--- config.mk ---
export PLATFORM = sky130hd
export DESIGN_NAME = gasn_heur
export DESIGN_NICKNAME = d
export VERILOG_FILES = /design/src/hw/rtl/gasn_pkg.sv /design/src/hw/rtl/gasn_heur.sv
export SDC_FILE = /design/constraint.sdc
export NUM_CORES = 1
export LEC_CHECK = 0
export BUFFER_PORTS_ARGS = -buffer_cell sky130_fd_sc_hd__clkbuf_2
export CORE_UTILIZATION = 60
export DETAILED_ROUTE_END_ITERATION = 12
export PLACE_DENSITY_LB_ADDON = 0.15
export REMOVE_ABC_BUFFERS = 1
export SKIP_CTS_REPAIR_TIMING = 1
export SYNTH_ARGS = -nofsm -noshare
export SYNTH_HDL_FRONTEND = slang
export SYNTH_SLANG_ARGS = --single-unit
--- constraint.sdc ---
create_clock -name clk -period 3.3 [get_ports clk]
set_clock_uncertainty 0.2 [all_clocks]
set_input_delay 0.165 -clock clk [delete_from_list [all_inputs] [get_ports clk]]
set_output_delay 0.165 -clock clk [all_outputs]
set_load 0.05 [all_outputs]
--- src/hw/rtl/gasn_pkg.sv ---
package gasn_pkg;

	// Default grid and open-list sizes.
	localparam int GRID_WIDTH_DEF  = 32;
	localparam int GRID_HEIGHT_DEF = 32;
	localparam int OPEN_DEPTH_DEF  = 4096;

	// Fixed field widths.
	localparam int COORD_W   = 5;
	localparam int G_W       = 16;
	localparam int FRAC_BITS = 8;
	localparam int F_W       = G_W + FRAC_BITS + 1;

	// Move codes, also used as the parent direction of a cell.
	typedef logic [2:0] move_t;
	localparam move_t MOVE_YP   = 3'd0;
	localparam move_t MOVE_XM   = 3'd1;
	localparam move_t MOVE_XP   = 3'd2;
	localparam move_t MOVE_YM   = 3'd3;
	localparam move_t MOVE_NONE = 3'd4;

	typedef struct packed {
		logic [COORD_W-1:0] block_x;
		logic [COORD_W-1:0] block_y;
		logic [COORD_W-1:0] free_x;
		logic [COORD_W-1:0] free_y;
		logic [COORD_W-1:0] start_x;
		logic [COORD_W-1:0] start_y;
		logic [COORD_W-1:0] goal_x;
		logic [COORD_W-1:0] goal_y;
	} cmd_t;

	typedef struct packed {
		logic [1:0] direction;
		logic       found;
	} res_t;

	// Per-cell search record.
	typedef struct packed {
		logic           learned;
		move_t          parent;
		logic [G_W-1:0] cost;
		logic [F_W-1:0] f;
	} cell_rec_t;

	typedef enum logic [4:0] {
		S_CLR, S_IDLE, S_BLK, S_FREE, S_INIT, S_HS, S_HSW,
		S_POP, S_POPD, S_CURD, S_NB, S_NBD, S_NBH,
		S_SST, S_SI, S_SID, S_SIF, S_SJ, S_SJD, S_SJF, S_SW,
		S_DP, S_DPD, S_DPF, S_DM, S_MV, S_MVD, S_CHK,
		S_BT, S_BTD, S_OUT
	} state_t;

endpackage

--- src/hw/rtl/gasn_heur.sv ---
module gasn_heur #(
	parameter int CW = 5
) (
	input  logic                            clk,
	input  logic                            arst_n,
	input  logic                            start,
	input  logic [CW-1:0]                   x,
	input  logic [CW-1:0]                   y,
	input  logic [CW-1:0]                   gx,
	input  logic [CW-1:0]                   gy,
	output logic                            done,
	output logic [CW+gasn_pkg::FRAC_BITS:0] h
);
	import gasn_pkg::*;

	localparam int RW    = CW + FRAC_BITS + 1;
	localparam int VW    = 2 * RW;
	localparam int REM_W = RW + 3;
	localparam int CNT_W = $clog2(RW + 1);

	logic [CW-1:0]    dx, dy;
	logic [2*CW-1:0]  sqx, sqy;
	logic [2*CW:0]    d2;
	logic [VW-1:0]    v_next;
	logic [REM_W-1:0] rem_sh, trial;
	logic             ge;

	logic             busy_q, done_q;
	logic [CNT_W-1:0] cnt_q;
	logic [VW-1:0]    v_q;
	logic [REM_W-1:0] rem_q;
	logic [RW-1:0]    root_q;

	always_comb begin
		dx     = (x > gx) ? x - gx : gx - x;
		dy     = (y > gy) ? y - gy : gy - y;
		sqx    = dx * dx;
		sqy    = dy * dy;
		d2     = {1'b0, sqx} + {1'b0, sqy};
		v_next = VW'({d2, {(2 * FRAC_BITS){1'b0}}});
		// One root bit per cycle, two radicand bits brought down each time.
		rem_sh = {rem_q[REM_W-3:0], v_q[VW-1:VW-2]};
		trial  = REM_W'({root_q, 2'b01});
		ge     = (rem_sh >= trial);
	end

	always_ff @(posedge clk or negedge arst_n) begin
		if (!arst_n) begin
			busy_q <= 1'b0;
			done_q <= 1'b0;
			cnt_q  <= '0;
		end else begin
			done_q <= busy_q && (cnt_q == CNT_W'(1));
			if (start) begin
				busy_q <= 1'b1;
				cnt_q  <= CNT_W'(RW);
			end else if (busy_q) begin
				cnt_q <= cnt_q - CNT_W'(1);
				if (cnt_q == CNT_W'(1)) begin
					busy_q <= 1'b0;
				end
			end
		end
	end

	always_ff @(posedge clk) begin
		if (start) begin
			v_q    <= v_next;
			rem_q  <= '0;
			root_q <= '0;
		end else if (busy_q) begin
			v_q    <= {v_q[VW-3:0], 2'b00};
			rem_q  <= ge ? rem_sh - trial : rem_sh;
			root_q <= {root_q[RW-2:0], ge};
		end
	end

	assign done = done_q;
	assign h    = root_q;

endmodule

; Yosys cells after proc, flatten, opt, wreduce, memory -nomap -nowiden
; Index checks and enable logic that the tools add are counted.
[totals]
out_inout_bits = 15
ff_bits = 47
inputBits = 23
[classes]
n_mux = 10
reduce_logical = 2
multipliers = 2
add_sub_neg = 7
eq_ne = 1
order_cmp = 3
[op_table]
columns = cell, n
row1 = $mux W27, 2
row2 = $mul A5 B5 Y10, 2
row3 = $sub A5 B5 Y5, 4
row4 = $ge A17 B16 Y1, 1
row5 = $mux W15, 1
row6 = $sub A15 B15 Y15, 1
row7 = $add A10 B10 Y11, 1
row8 = $gt A5 B5 Y1, 2
row9 = $mux W5, 2
row10 = $mux W4, 2
row11 = $eq A4 B1 Y1 const B, 1
row12 = $sub A4 B1 Y4 const B, 1
row13 = $mux W1, 3
row14 = $reduce_bool A2 Y1, 1
row15 = $logic_and A1 B1 Y1, 1

; Depth between registers and ports, before layout
[depth]
depth_word = 5
depth_mapped = 25
depth_no_buf = 25

; Worst setup path before layout
; Ideal clock, no wire load.
[synth_timing]
path_type = input-to-reg
startpoint = input y[2]
endpoint = register v_q[26], data pin
path_slack_ns = -3.122
required_ns = 2.841
path_stages = 25
arrival_ns = 5.963
path_cell_list = inv_1 ha_1 clkbuf_1 o21a_1 o31a_1 o31a_1 mux2i_1 xnor2_1 nor2_1 inv_1 fa_1 inv_1 fa_1 inv_1 fa_1 inv_1 fa_1 fa_1 ha_1 a21oi_1 o21bai_1 a21o_1 a31oi_1 mux2_2 a211o_1
[synth_via]
elab_chain_cells = 5
word_cells_on_any_way = 7
classes_between = add/sub (3) / mul (1) / order compare (1) / mux (2)
[synth_rtl]
columns = item, line_no
row1 = start: declaration, gasn_heur.sv:8  ; input logic [CW-1:0] y,
row2 = $sub A5 B5 Y5 or $gt A5 B5 Y1 (tied branches), gasn_heur.sv:36  ; dy = (y > gy) ? y - gy : gy - y;
row3 = $mux W5 *, gasn_heur.sv:36
row4 = $mul A5 B5 Y10 *, gasn_heur.sv:38  ; sqy = dy * dy;
row5 = $add A10 B10 Y11 *, gasn_heur.sv:39  ; d2 = {1'b0, sqx} + {1'b0, sqy};
row6 = $mux W27 *, gasn_heur.sv:67  ; if (start) begin
row7 = end signal: assignment, gasn_heur.sv:68  ; v_q <= v_next;
row8 = end signal: assignment, gasn_heur.sv:72  ; v_q <= {v_q[VW-3:0], 2'b00};
row9 = end: declaration, gasn_heur.sv:30  ; logic [VW-1:0] v_q;
; Mark *: on every way between the ends. The rest lies on a longest branch, timed or not.
; A chain may end at the register's enable or synchronous reset.

; Final worst setup path
[layout_timing]
startpoint = input y[1]
endpoint = register v_q[26], data pin
; Same word-level chain as after synthesis.

==> run metrics <==
Syn-to-layout area delta=22.6%; clock sinks=47; initial drt markers=128; Ys Warns=0; final hold violations=0; Worst slew margin=54.3%; Critical Path End Type=flop; Post-route DRC=0; Die X=89.1 um; via count=3722; number of synthesized flops with an enable pin=11; largest stage delay on the critical path=0.53 ns; initial antenna violation count=0; Die Footprint=0.00794 sq mm; Mapped Avg Cell Area=9.00 sq um; Tmin final=5.90 ns; Yosys cell types=49; crit path max fanout=3; pins over their slew limit=0; drt wl/cell=13.2 um; CP Data Required Time=3.15 ns; nets@finish=716; Worst-Margin Slew=0.682 ns; critical path's slowest cell=fa_1; layout cells sized above 1=24.5%; Final period util=179%; global-route wire length before repair=15000 um; fillers=542; Post-DP HPWL=7420 um; initial core utilization=62.4%; # H-tree levels=2; commonest non-fill, non-tap cell in the layout=inv_1; Via density=5.29; TritonCTS buffer count=5; most used cell, CP=fa_1; top-level I/O count=38; commonest cells after routing, fill and taps aside=inv_1, buf_4, ha_1; Synth Register Bits=47; ANT nets after route=0; outcome=finished with violations; input/output buffers=37; GRT Total Usage=23.9%; Die Ht=89.1 um; Setup CP Type=in2reg; core area=0.00729 sq mm; pin count of the biggest net entering global routing=42; Pre-antenna DRT Iters=4; failing checks=negative setup slack; Routability Congestion=0.857; maxcap violations=0; Crit path buffers/inverters=6; Clk Latency, worst-skew pair=0.30 ns; cell area after synthesis=0.00455 sq mm; min-delay worst type=in2async; clock input transition at the sequential cells of the worst setup and hold paths=0.08 ns; clock buffer depth=2; Root Buffer=clkbuf_8; maximum clock frequency=0.169 GHz; number of global-route vias before repair=3659; unrepaired setup endpoints after global routing=true; Final Util=76.6%; CTS tree=built; crit-path cells=buf_6 > inv_4 > ha_4 > nor2b_4 > o31a_1 > o31a_1 > buf_6 > mux2i_2 > xor2_1 > inv_1 > fa_1 > fa_1 > inv_1 > fa_1 > inv_1 > fa_1 > fa_1 > ha_4 > a21oi_2 > o21bai_1 > a21o_1 > a31oi_1 > mux2_2 > a211o_1; register area share after synthesis=23.7%; FFs w/ async S/R, synth=12.8%; global route overflow=0; Gate Count Post-Synth=506; CP arrival=5.76 ns; endpoints failing setup=9; Setup crit start kind=input pin; fin worst setup slack=-2.60 ns; row count=31; Antenna Cells=0; DRT Wirelength=9270 um; delay-heaviest family, CP=adder cells; Main synth FF type=dfxtp_1
final cells by class:
class	count	area [sq um]	area share, %
Sequential cell	47	1080	19.4
Clock inverter	1	5.00	0.0896
Inverter	85	322	5.76
Timing Repair Buffer	103	703	12.6
Tap cell	99	124	2.22
Multi-Input combinational cell	361	3260	58.4
Clock buffer	7	86.3	1.55
through the flow:
step	setup WS [ns]	TNS, ns	std cells	instance area, sq um	hold slack (ns)
floorplan	-3.11	-20.85	493	4490	-0.331
global placement	-3.14	-22.51	691	5260	-0.205
detailed placement	-3.34	-23.90	691	5260	-0.200
CTS	-3.02	-21.10	699	5360	-0.523
global route	-2.82	-19.84	703	5580	0.0434
finish	-2.60	-18.03	703	5580	0.0136
layer usage:
metal  part of all wire, %  global-route usage [%]
met5                     0                       0
met4                   1.3                    7.07
met3                   2.5                    2.86
met2                    53                    46.6
met1                    43                    26.9
final timing paths:
kind	from	end	slack, ns	cells past startpoint
min in group clk	start	cnt_q[3]	0.10	3
min	arst_n	cnt_q[3]	0.01	2
min reg2reg	rem_q[13]	rem_q[13]	0.27	2
max	y[1]	v_q[26]	-2.60	24
max reg2reg	h[0]	rem_q[14]	0.56	10
max in group asynchronous	arst_n	cnt_q[0]	2.73	2
cells by family (layout without fill, tap and decap cells):
family                   after synthesis  in the layout  share of synthesized area (%)
adder cells (fa/ha/maj)               90             90                           29.0
multiplexers                          42             42                           9.45
AND/OR/NAND/NOR                      112            112                           11.3
buffers and inverters                 98            196                           8.41
AO/OA/AOI/OAI                         89             89                           12.7
XOR/XNOR                              28             28                           5.39
flip-flops                            47             47                           23.7
synth_stat cells (all sizes together) (2+ instances only):
cell type | instances | area share (%)
a211oi | 8 | 1.3
a21o | 12 | 2.0
a21oi | 26 | 2.9
a22oi | 2 | 0.33
a31o | 2 | 0.38
a31oi | 3 | 0.41
and2 | 2 | 0.27
and3 | 5 | 0.69
buf | 5 | 0.74
clkbuf | 8 | 0.66
dfrtp | 6 | 3.3
dfxtp | 30 | 13
edfxtp | 11 | 7.3
fa | 26 | 11
ha | 64 | 18
inv | 85 | 7.0
mux2 | 8 | 2.0
mux2i | 34 | 7.5
nand2 | 24 | 2.0
nand2b | 7 | 0.96
nand4 | 4 | 0.55
nor2 | 52 | 4.3
nor2b | 3 | 0.41
nor3 | 5 | 0.55
nor4 | 2 | 0.27
o211ai | 2 | 0.33
o21a | 6 | 0.99
o21ai | 17 | 2.0
o21bai | 3 | 0.49
o31a | 2 | 0.38
or2 | 2 | 0.27
xnor2 | 18 | 3.5
xor2 | 10 | 1.9
flip-flops by register name (all words and copies together), names as in the netlist:
name,flops
busy_q,1
cnt_q,4
h,14
rem_q,15
done,1
v_q,12
worst register-to-register path: stages (launching register included):
cell and delay, ns:
dfxtp_1 0.40, inv_1 0.06, ha_1 0.37, o211ai_1 0.12
o21ai_2 0.23, o2111ai_2 0.16, a31o_1 0.27, o21a_1 0.19
buf_4 0.18, or3_1 0.37, o21ai_1 0.12
Power is not shown: default switching activity piles up to over one toggle a cycle in this logic, so the estimate is an artifact.
